$ cat src/i2cbr_pkg.sv
// Package for the I2C bus health and recovery block: types, codes, reset values.
// No dependencies; used by every module of the block.
`timescale 1ns / 1ps
`default_nettype none

package i2cbr_pkg;

    // Register field widths
    localparam int HPT_W    = 16;
    localparam int MAXP_W   = 4;
    localparam int THR_W    = 8;
    localparam int HOLD_W   = 24;
    localparam int CFG_W    = 24;
    localparam int CFG_IDX_W = 2;

    localparam int HOLDOFF_WIDTH_DEF = 24;

    // Register reset values
    localparam logic [HPT_W-1:0]  HPT_RESET  = 16'd5;
    localparam logic [MAXP_W-1:0] MAXP_RESET = 4'd9;
    localparam logic [THR_W-1:0]  THR_RESET  = 8'd3;
    localparam logic [HOLD_W-1:0] HOLD_RESET = 24'd2000000;

    // Register indexes
    localparam logic [CFG_IDX_W-1:0] CFG_HALF_PERIOD = 2'd0;
    localparam logic [CFG_IDX_W-1:0] CFG_MAX_PULSES  = 2'd1;
    localparam logic [CFG_IDX_W-1:0] CFG_FAIL_THR    = 2'd2;
    localparam logic [CFG_IDX_W-1:0] CFG_HOLDOFF     = 2'd3;

    typedef enum logic [1:0] {
        CMD_TICK    = 2'd0,
        CMD_OUTCOME = 2'd1,
        CMD_POWERUP = 2'd2
    } t_cmd;

    typedef enum logic [1:0] {
        OUT_OK        = 2'd0,
        OUT_NOT_READY = 2'd1,
        OUT_FAILED    = 2'd2
    } t_outcome;

    typedef enum logic [1:0] {
        EV_NONE      = 2'd0,
        EV_RECOVERED = 2'd1,
        EV_STUCK     = 2'd2
    } t_event;

    typedef enum logic [2:0] {
        PH_IDLE       = 3'd0,
        PH_SETTLE     = 3'd1,
        PH_PULSE_LOW  = 3'd2,
        PH_PULSE_HIGH = 3'd3,
        PH_STOP_LOW   = 3'd4,
        PH_STOP_SCL   = 3'd5,
        PH_STOP_SDA   = 3'd6
    } t_phase;

    typedef struct packed {
        logic [HPT_W-1:0]  half_period_ticks;
        logic [MAXP_W-1:0] max_pulses;
        logic [THR_W-1:0]  fail_threshold;
        logic [HOLD_W-1:0] holdoff_ticks;
    } t_cfg;

    typedef struct packed {
        logic [1:0] cmd;
        logic [1:0] outcome;
        logic       sda_level;
    } t_item;

    typedef struct packed {
        logic       scl_release;
        logic       sda_release;
        logic       recovering;
        logic [1:0] event_res;
    } t_res;

    typedef struct packed {
        t_phase            phase;
        logic [HPT_W-1:0]  half_timer;
        logic [MAXP_W-1:0] pulse_count;
        logic [THR_W-1:0]  fail_count;
        logic              bus_ready;
        logic              scl_drive;
        logic              sda_drive;
    } t_state;

    localparam t_state ST_RESET = '{
        phase:       PH_IDLE,
        half_timer:  '0,
        pulse_count: '0,
        fail_count:  '0,
        bus_ready:   1'b0,
        scl_drive:   1'b1,
        sda_drive:   1'b1
    };

endpackage

`default_nettype wire

$ cat src/i2cbr_item_if.sv
// Input channel of the I2C bus recovery block: valid/ready plus the item fields.
// No dependencies.
`timescale 1ns / 1ps
`default_nettype none

interface i2cbr_item_if;
    logic       valid;
    logic       ready;
    logic [1:0] cmd;
    logic [1:0] outcome;
    logic       sda_level;

    modport source (output valid, output cmd, output outcome, output sda_level,
                    input ready);
    modport sink (input valid, input cmd, input outcome, input sda_level,
                  output ready);
endinterface

`default_nettype wire

$ cat src/i2cbr_res_if.sv
// Result channel of the I2C bus recovery block: valid/ready plus the result fields.
// No dependencies.
`timescale 1ns / 1ps
`default_nettype none

interface i2cbr_res_if;
    logic       valid;
    logic       ready;
    logic       scl_release;
    logic       sda_release;
    logic       recovering;
    logic [1:0] event_res;

    modport source (output valid, output scl_release, output sda_release,
                    output recovering, output event_res, input ready);
    modport sink (input valid, input scl_release, input sda_release,
                  input recovering, input event_res, output ready);
endinterface

`default_nettype wire

$ cat src/i2cbr_cfg.sv
// Configuration register bank of the I2C bus recovery block.
// Depends on i2cbr_pkg.
`timescale 1ns / 1ps
`default_nettype none

module i2cbr_cfg (
    input  wire logic                             i_clk,
    input  wire logic                             i_rst_n,
    input  wire logic                             i_cfg_we,
    input  wire logic [i2cbr_pkg::CFG_IDX_W-1:0]  i_cfg_idx,
    input  wire logic [i2cbr_pkg::CFG_W-1:0]      i_cfg_data,
    output i2cbr_pkg::t_cfg                       o_cfg
);
    import i2cbr_pkg::*;

    t_cfg r_cfg;

    always_ff @(posedge i_clk) begin
        if (!i_rst_n) begin
            r_cfg.half_period_ticks <= HPT_RESET;
            r_cfg.max_pulses        <= MAXP_RESET;
            r_cfg.fail_threshold    <= THR_RESET;
            r_cfg.holdoff_ticks     <= HOLD_RESET;
        end else if (i_cfg_we) begin
            case (i_cfg_idx)
                CFG_HALF_PERIOD: r_cfg.half_period_ticks <= i_cfg_data[HPT_W-1:0];
                CFG_MAX_PULSES:  r_cfg.max_pulses        <= i_cfg_data[MAXP_W-1:0];
                CFG_FAIL_THR:    r_cfg.fail_threshold    <= i_cfg_data[THR_W-1:0];
                CFG_HOLDOFF:     r_cfg.holdoff_ticks     <= i_cfg_data[HOLD_W-1:0];
                default: ;
            endcase
        end
    end

    assign o_cfg = r_cfg;

endmodule

`default_nettype wire

$ cat src/i2cbr_step.sv
// Per-item update of the recovery sequencer, failure counter and holdoff timer.
// Pure combinational; depends on i2cbr_pkg.
`timescale 1ns / 1ps
`default_nettype none

module i2cbr_step #(
    parameter int HOLDOFF_WIDTH = i2cbr_pkg::HOLDOFF_WIDTH_DEF
) (
    input  wire i2cbr_pkg::t_item         i_item,
    input  wire i2cbr_pkg::t_state        i_state,
    input  wire logic [HOLDOFF_WIDTH-1:0] i_since,
    input  wire i2cbr_pkg::t_cfg          i_cfg,
    output i2cbr_pkg::t_state         o_state,
    output logic [HOLDOFF_WIDTH-1:0]  o_since,
    output i2cbr_pkg::t_res           o_res
);
    import i2cbr_pkg::*;

    localparam int CMP_W = (HOLDOFF_WIDTH > HOLD_W) ? HOLDOFF_WIDTH : HOLD_W;

    t_state                   n_state;
    logic [HOLDOFF_WIDTH-1:0] n_since;
    t_event                   n_event;
    logic                     sample;
    logic                     holdoff_done;
    logic [HPT_W-1:0]         half_period;
    logic [HPT_W-1:0]         timer_inc;

    assign holdoff_done = CMP_W'(i_since) >= CMP_W'(i_cfg.holdoff_ticks);
    assign half_period  = (i_cfg.half_period_ticks == '0) ? HPT_W'(1)
                                                          : i_cfg.half_period_ticks;
    assign timer_inc    = i_state.half_timer + HPT_W'(1);

    // Next state
    always_comb begin
        n_state = i_state;
        n_since = i_since;
        n_event = EV_NONE;
        sample  = 1'b0;

        case (i_item.cmd)
            CMD_TICK: begin
                if (i_since != {HOLDOFF_WIDTH{1'b1}})
                    n_since = i_since + HOLDOFF_WIDTH'(1);
                if (i_state.phase != PH_IDLE) begin
                    if (timer_inc < half_period && timer_inc != '0) begin
                        n_state.half_timer = timer_inc;
                    end else begin
                        n_state.half_timer = '0;
                        case (i_state.phase)
                            PH_SETTLE: begin
                                sample = 1'b1;
                            end
                            PH_PULSE_LOW: begin
                                n_state.phase     = PH_PULSE_HIGH;
                                n_state.scl_drive = 1'b1;
                            end
                            PH_PULSE_HIGH: begin
                                n_state.pulse_count = i_state.pulse_count + MAXP_W'(1);
                                sample = 1'b1;
                            end
                            PH_STOP_LOW: begin
                                n_state.phase     = PH_STOP_SCL;
                                n_state.scl_drive = 1'b1;
                            end
                            PH_STOP_SCL: begin
                                n_state.phase     = PH_STOP_SDA;
                                n_state.sda_drive = 1'b1;
                            end
                            default: begin
                                n_state.phase     = PH_IDLE;
                                n_state.scl_drive = 1'b1;
                                n_state.sda_drive = 1'b1;
                                n_state.bus_ready = 1'b1;
                                n_event           = EV_RECOVERED;
                            end
                        endcase
                        // SDA sampled after the settle time or after a pulse
                        if (sample) begin
                            if (i_item.sda_level) begin
                                n_state.phase     = PH_STOP_LOW;
                                n_state.scl_drive = 1'b0;
                                n_state.sda_drive = 1'b0;
                            end else if (n_state.pulse_count >= i_cfg.max_pulses) begin
                                n_state.phase     = PH_IDLE;
                                n_state.scl_drive = 1'b1;
                                n_state.sda_drive = 1'b1;
                                n_event           = EV_STUCK;
                            end else begin
                                n_state.phase     = PH_PULSE_LOW;
                                n_state.scl_drive = 1'b0;
                            end
                        end
                    end
                end
            end
            CMD_OUTCOME: begin
                if (i_state.phase == PH_IDLE) begin
                    if (i_item.outcome == OUT_OK) begin
                        n_state.fail_count = '0;
                    end else if (i_item.outcome != OUT_NOT_READY && i_state.bus_ready) begin
                        if (i_state.fail_count != {THR_W{1'b1}})
                            n_state.fail_count = i_state.fail_count + THR_W'(1);
                        if (n_state.fail_count >= i_cfg.fail_threshold && holdoff_done) begin
                            n_since             = '0;
                            n_state.fail_count  = '0;
                            n_state.phase       = PH_SETTLE;
                            n_state.half_timer  = '0;
                            n_state.pulse_count = '0;
                            n_state.scl_drive   = 1'b1;
                            n_state.sda_drive   = 1'b1;
                        end
                    end
                end
            end
            CMD_POWERUP: begin
                if (i_state.phase == PH_IDLE && !i_state.bus_ready) begin
                    n_state.phase       = PH_SETTLE;
                    n_state.half_timer  = '0;
                    n_state.pulse_count = '0;
                    n_state.scl_drive   = 1'b1;
                    n_state.sda_drive   = 1'b1;
                end
            end
            default: ;
        endcase
    end

    // Outputs
    always_comb begin
        o_state           = n_state;
        o_since           = n_since;
        o_res.scl_release = n_state.scl_drive;
        o_res.sda_release = n_state.sda_drive;
        o_res.recovering  = (n_state.phase != PH_IDLE);
        o_res.event_res   = n_event;
    end

endmodule

`default_nettype wire

$ cat src/i2c_bus_health_recovery.sv
// I2C bus health monitor and recovery sequencer (SCL clock-pulse style), top level.
// Needs i2cbr_pkg, i2cbr_item_if, i2cbr_res_if, i2cbr_cfg and i2cbr_step.
//
// Usage:
//   i_item carries one command per item: a time tick (with the sampled SDA
//   level), a transaction outcome report, or a power-up recovery request.
//   o_res returns exactly one result per item: the SCL/SDA open-drain
//   releases, the recovering flag and an event code (recovered / stuck).
//   Registers are written through i_cfg_we / i_cfg_idx / i_cfg_data; the user
//   writes them only while the block is idle, which the block does not enforce.
//   Timing: an item is taken into an input register and its update is
//   written to the result register once that register is free, so a
//   receiver stall can delay it. One item per cycle is sustained while o_res
//   accepts; the only loop is the state registers feeding the update logic.
//   Reset (synchronous, active low) restores register defaults, idles the
//   sequencer with both lines released, bus not ready, counters at zero.
//   If the receiver stalls, the result register holds, the input register
//   still takes one more item, and i_item.ready then drops until o_res moves.
`timescale 1ns / 1ps
`default_nettype none

module i2c_bus_health_recovery #(
    parameter int HOLDOFF_WIDTH = i2cbr_pkg::HOLDOFF_WIDTH_DEF
) (
    input  wire logic                            i_clk,
    input  wire logic                            i_rst_n,
    input  wire logic                            i_cfg_we,
    input  wire logic [i2cbr_pkg::CFG_IDX_W-1:0] i_cfg_idx,
    input  wire logic [i2cbr_pkg::CFG_W-1:0]     i_cfg_data,
    i2cbr_item_if.sink                           i_item,
    i2cbr_res_if.source                          o_res
);
    import i2cbr_pkg::*;

    t_cfg                     cfg;
    logic                     r_in_valid;
    t_item                    r_in;
    logic                     r_res_valid;
    t_res                     r_res;
    t_state                   r_state;
    logic [HOLDOFF_WIDTH-1:0] r_since;

    t_state                   n_state;
    logic [HOLDOFF_WIDTH-1:0] n_since;
    t_res                     n_res;
    logic                     advance;

    i2cbr_cfg u_cfg (
        .i_clk      (i_clk),
        .i_rst_n    (i_rst_n),
        .i_cfg_we   (i_cfg_we),
        .i_cfg_idx  (i_cfg_idx),
        .i_cfg_data (i_cfg_data),
        .o_cfg      (cfg)
    );

    i2cbr_step #(
        .HOLDOFF_WIDTH (HOLDOFF_WIDTH)
    ) u_step (
        .i_item  (r_in),
        .i_state (r_state),
        .i_since (r_since),
        .i_cfg   (cfg),
        .o_state (n_state),
        .o_since (n_since),
        .o_res   (n_res)
    );

    assign advance      = r_in_valid && (!r_res_valid || o_res.ready);
    assign i_item.ready = !r_in_valid || advance;

    always_ff @(posedge i_clk) begin
        if (!i_rst_n) begin
            r_in_valid  <= 1'b0;
            r_res_valid <= 1'b0;
            r_state     <= ST_RESET;
            r_since     <= '0;
        end else begin
            if (i_item.valid && i_item.ready)
                r_in_valid <= 1'b1;
            else if (advance)
                r_in_valid <= 1'b0;

            if (advance)
                r_res_valid <= 1'b1;
            else if (o_res.ready)
                r_res_valid <= 1'b0;

            if (advance) begin
                r_state <= n_state;
                r_since <= n_since;
            end
        end
    end

    // Payload registers
    always_ff @(posedge i_clk) begin
        if (i_item.valid && i_item.ready) begin
            r_in.cmd       <= i_item.cmd;
            r_in.outcome   <= i_item.outcome;
            r_in.sda_level <= i_item.sda_level;
        end
        if (advance)
            r_res <= n_res;
    end

    assign o_res.valid       = r_res_valid;
    assign o_res.scl_release = r_res.scl_release;
    assign o_res.sda_release = r_res.sda_release;
    assign o_res.recovering  = r_res.recovering;
    assign o_res.event_res   = r_res.event_res;

`ifndef SYNTHESIS
    // Lines are never driven low while the sequencer is idle
    a_idle_released: assert property (@(posedge i_clk) disable iff (!i_rst_n)
        r_state.phase == PH_IDLE |-> (r_state.scl_drive && r_state.sda_drive))
        else $error("bus line driven low while idle");

    // A recovered or stuck event always ends the sequence
    a_event_ends: assert property (@(posedge i_clk) disable iff (!i_rst_n)
        (r_res_valid && r_res.event_res != EV_NONE) |-> !r_res.recovering)
        else $error("event reported while still recovering");

    // Any recovery starts with the failure count cleared
    a_start_clears: assert property (@(posedge i_clk) disable iff (!i_rst_n)
        (r_state.phase != PH_IDLE && $past(r_state.phase) == PH_IDLE)
        |-> r_state.fail_count == '0)
        else $error("recovery started with failures still counted");
`endif

endmodule

`default_nettype wire
$ cat src/flat_wrapper.sv
// flat-port wrapper written by rule: the top's interface ports become plain ports
module i2c_bus_health_recovery_flat import i2cbr_pkg::*;
#(
    parameter int HOLDOFF_WIDTH = i2cbr_pkg::HOLDOFF_WIDTH_DEF
)
  (i_clk, i_rst_n, i_cfg_we, i_cfg_idx, i_cfg_data, i_item_valid, i_item_cmd, i_item_outcome, i_item_sda_level, i_item_ready, o_res_valid, o_res_scl_release, o_res_sda_release, o_res_recovering, o_res_event_res, o_res_ready);
  i2cbr_item_if i_item_i ();
  i2cbr_res_if o_res_i ();
  input  wire logic i_clk;
  input  wire logic i_rst_n;
  input  wire logic i_cfg_we;
  input  wire logic [i2cbr_pkg::CFG_IDX_W-1:0] i_cfg_idx;
  input  wire logic [i2cbr_pkg::CFG_W-1:0] i_cfg_data;
  input wire logic [$bits(i_item_i.valid)-1:0] i_item_valid;
  input wire logic [$bits(i_item_i.cmd)-1:0] i_item_cmd;
  input wire logic [$bits(i_item_i.outcome)-1:0] i_item_outcome;
  input wire logic [$bits(i_item_i.sda_level)-1:0] i_item_sda_level;
  output wire logic [$bits(i_item_i.ready)-1:0] i_item_ready;
  output wire logic [$bits(o_res_i.valid)-1:0] o_res_valid;
  output wire logic [$bits(o_res_i.scl_release)-1:0] o_res_scl_release;
  output wire logic [$bits(o_res_i.sda_release)-1:0] o_res_sda_release;
  output wire logic [$bits(o_res_i.recovering)-1:0] o_res_recovering;
  output wire logic [$bits(o_res_i.event_res)-1:0] o_res_event_res;
  input wire logic [$bits(o_res_i.ready)-1:0] o_res_ready;
  assign i_item_i.valid = i_item_valid;
  assign i_item_i.cmd = i_item_cmd;
  assign i_item_i.outcome = i_item_outcome;
  assign i_item_i.sda_level = i_item_sda_level;
  assign i_item_ready = i_item_i.ready;
  assign o_res_valid = o_res_i.valid;
  assign o_res_scl_release = o_res_i.scl_release;
  assign o_res_sda_release = o_res_i.sda_release;
  assign o_res_recovering = o_res_i.recovering;
  assign o_res_event_res = o_res_i.event_res;
  assign o_res_i.ready = o_res_ready;
  i2c_bus_health_recovery #(.HOLDOFF_WIDTH(HOLDOFF_WIDTH)) u_core (.i_clk(i_clk), .i_rst_n(i_rst_n), .i_cfg_we(i_cfg_we), .i_cfg_idx(i_cfg_idx), .i_cfg_data(i_cfg_data), .i_item(i_item_i), .o_res(o_res_i));
endmodule
$ cat config.mk
export PLATFORM = sky130hd
export DESIGN_NAME = i2c_bus_health_recovery_flat
export DESIGN_NICKNAME = d
export VERILOG_FILES = /design/src/i2cbr_pkg.sv /design/src/i2cbr_item_if.sv /design/src/i2cbr_res_if.sv /design/src/i2cbr_cfg.sv /design/src/i2cbr_step.sv /design/src/i2c_bus_health_recovery.sv /design/src/flat_wrapper.sv
export SDC_FILE = /design/constraint.sdc
export NUM_CORES = 1
export LEC_CHECK = 0
export BUFFER_PORTS_ARGS = -buffer_cell sky130_fd_sc_hd__buf_4
export CORE_MARGIN = 2
export CORE_UTILIZATION = 45
export DETAILED_ROUTE_END_ITERATION = 16
export SLEW_MARGIN = 20
export SYNTH_ARGS = -nofsm -noshare
export SYNTH_HDL_FRONTEND = slang
export SYNTH_HIERARCHICAL = 1
export SYNTH_SLANG_ARGS = --single-unit
$ cat constraint.sdc
create_clock -name i_clk -period 12.6 [get_ports i_clk]
set_clock_uncertainty 0.15 [all_clocks]
set_input_delay 0.63 -clock i_clk [delete_from_list [all_inputs] [get_ports i_clk]]
set_output_delay 0.63 -clock i_clk [all_outputs]
set_load 0.02 [all_outputs]
==> results.cfg <==
[run_status]
run_status = complete, no violations

[synth]
synth_edf_count = 10
synth_cell_types = 79
ys_ff_latch = 122
synth_nets = 1156
synth_area_um2 = 8550
yosys_warnings = 6
ys_top_cells_by_area = dfxtp_1 26%, mux2i_1 13%, nand2_1 10%
ys_seq_area_share_pct = 29.7
avgSynthCellArea_um2 = 8.03
synth.largest_area_cell = dfxtp_1
synth_cells = 1064
ys.flop_type = dfxtp_1
yosysTopAreaCellShare_pct = 26.2
synthArstFlopShare_pct = 0

[cts]
clock_sinks = 122
cts_made_buffers = 17
holdBufCountCts = 0
tritoncts = built
cts_max_level = 4
postCtsSetupBuffers = 0
clk_pin_slew_worst_paths_ns = 0.06
clockBufferDepth = 2
ctsResizeCount = 0
root_buffer = clkbuf_16
clock_latency_ns = 0.43

[place]
place_congestion = 0.837
dp_slack_ns = 7.85
hpwl_mm = 14.2
io_buffers = 42

[floorplan]
die_h_um = 142
dieWidth_um = 142
coreArea_um2 = 18600
dieArea_um2 = 20100
io_pins = 43
start_util_pct = 45.9
rows = 50

[sta]
setup_slack_ns = 8.10
relSlewSlack_pct = 29.1
fmax_ghz = 0.222
setup_viol = 0
fin_crit_sh_pct = 35.7
rsz0062_at_grt = false
drv_slew = 0
period_minus_slack_ns = 4.50
tightest_slew_ns = 1.06
hold_viol = 0
finalSetupTns_ns = 0

[routing]
drtAntennaViolNets = 0
wl_mm = 20.6
wl_per_cell_um = 15.7
dr.pass1.iters = 6
vias = 7330
remaining_drc_errors = 0
drt_iter0_markers = 448
via_per_inst = 5.58

[global_routing]
grt_start_max_net_pins = 109
grt_pass1_vias = 6780
track_usage_pct = 21.0
grt_first_pass_wirelength_mm = 33.9
antenna_found_initial = 0
gr-total-overflow = 0

[final_layout]
antenna_cells = 0
final_util_pct = 50.3
area_growth_pct = 9.79
layout.nets = 1158
drive_gt1_share_pct = 10.0

[hold_path]
holdCritPathClass = in2reg

[worst_setup_path]
crit_path_end_kind = flip-flop
critPathMaxFanout = 8
cp_cell_sequence = ha_1, and3_1, nand3_1, and2_1, nand3_1, xnor2_1, ha_1, a21o_1, a2111oi_0, o21a_1, nor3_1, a41o_1, a211oi_2, a21o_1, a32o_1, nand2_1, mux2i_1
r2r_slack_ns = 8.10
r2r-end = u_core/r_state[12]
crit_path_top_delay_cell = a211oi_2
crit_path_end = u_core/r_state[12]
reg2regPathDepth = 17
cp.required_ns = 12.80
startpoint = u_core/r_state[3]
arrival_ns = 4.69
path_class = reg2reg
cp-start-kind = flip-flop
cpPeakStageDelay_ns = 0.60
r2r_start = u_core/r_state[3]

[pwr]
vdd_drop_max_mv = 0.0870
p_per_area_nw_per_um2 = 104
leakage_nw = 3.75

[job]
drv_cap = 0
-- cell families after synthesis --
kind of cell | after synthesis | synth area share [%]
AND/OR/NAND/NOR | 452 | 25.5
AO/OA/AOI/OAI | 164 | 13.4
buffers and inverters | 140 | 8.17
flip-flops | 122 | 29.7
multiplexers | 111 | 13.1
adder cells (fa/ha/maj) | 56 | 8.20
XOR/XNOR | 19 | 1.95
-- where the power goes --
part           total, mW  internal (mW)  switching (mW)  leakage (nW)
logic             0.0842         0.0337          0.0505          2.47
clock network      0.480          0.288           0.192         0.273
registers          0.409          0.401         0.00869          1.00
-- metal layers --
metal	vias up	track usage, %	share of wire (%)
li1	3753	-	-
met1	3409	27.5	48
met2	143	34.8	47
met3	25	4.35	3.7
met4	0	6.21	1.4
met5	-	0	0
-- metrics by stage --
stage	hold WS, ns	instance area (um2)	instances	power, mW
6_report	0.230	9390	1313	0.974
4_1_cts	0.220	9380	1313	0.983
3_5_place_dp	0.297	8800	1281	0.502
5_1_grt	0.214	9390	1313	1.01
2_1_floorplan	0.284	8550	1064	0.479
3_3_place_gp	0.293	8800	1281	0.501
-- sequential cells by signal (all words and copies together), names as in the netlist --
| name | flops |
|---|---|
| u_core/r_in | 5 |
| u_core/o_res.recovering | 1 |
| u_core/r_since | 24 |
| u_core/r_state | 34 |
| u_core/o_res.sda_release | 1 |
| u_core/o_res.scl_release | 1 |
| u_core/u_cfg/o_cfg | 52 |
| u_core/o_res.valid | 1 |
| u_core/r_in_valid | 1 |
| u_core/o_res.event_res | 2 |
-- synth_stat cells (5+ instances only) --
cell	number
o211ai_1	12
buf_6	8
inv_1	72
or2_2	5
a221o_1	5
nor2b_1	13
and4_1	5
o21ai_0	32
nand3_1	31
o21a_1	5
xnor2_1	14
a211oi_1	7
nand2b_1	6
dfxtp_1	112
edfxtp_1	10
a21oi_1	30
nor4_1	9
buf_2	8
o2bb2ai_1	11
xor2_1	5
a21o_1	9
nand2_1	232
nor2_1	48
ha_1	56
nor3_1	21
mux2i_1	107
or3_1	6
and2_1	7
and3_1	14
clkbuf_1	37
a22o_1	10
buf_4	7
nand4_1	28
-- cell type report --
cell class / count / area [um2]
Fill cell: 1865 / 9260
Sequential cell: 122 / 2540
Tap cell: 234 / 293
Multi-Input combinational cell: 802 / 5320
Inverter: 74 / 278
Clock buffer: 19 / 464
Timing Repair Buffer: 49 / 368
Clock inverter: 13 / 119
-- worst min path at each step --
| stage | startpoint | end | slack [ns] | depth (start not counted) |
|---|---|---|---|---|
| after floorplan | u_core/r_state[33] | u_core/r_state[33] | 0.28 | 2 |
| final | i_item_outcome[0] | u_core/r_in[1] | 0.23 | 1 |
| after detailed placement | u_core/u_cfg/o_cfg[12] | u_core/u_cfg/o_cfg[12] | 0.30 | 2 |
| after global routing | i_item_outcome[1] | u_core/r_in[2] | 0.21 | 1 |
| after global placement | u_core/u_cfg/o_cfg[14] | u_core/u_cfg/o_cfg[14] | 0.29 | 2 |
| after CTS | i_item_outcome[0] | u_core/r_in[1] | 0.22 | 1 |
-- worst max-delay path: cells and delay by family (launching register included) --
kind | cells | cell delay (ns)
adder cells (fa/ha/maj) | 2 | 0.50
AND/OR/NAND/NOR | 6 | 0.92
multiplexers | 1 | 0.15
flip-flops | 1 | 0.45
XOR/XNOR | 1 | 0.14
AO/OA/AOI/OAI | 7 | 2.09
-- layout by cell type (no fill, tap or decap), drive strengths merged, types with 9 or more instances in the layout --
master and instances:
nand2 232, o211ai 12, inv 75, nor4 10
nor2 50, mux2i 107, nand4 28, edfxtp 10
buf 49, nand3 33, a21oi 30, nor2b 14
a22o 10, a21o 9, xnor2 14, ha 56
clkbuf 19, dfxtp 112, and3 14, nor3 21
o2bb2ai 11, o21ai 35
Power figures use the tool's default switching activity.
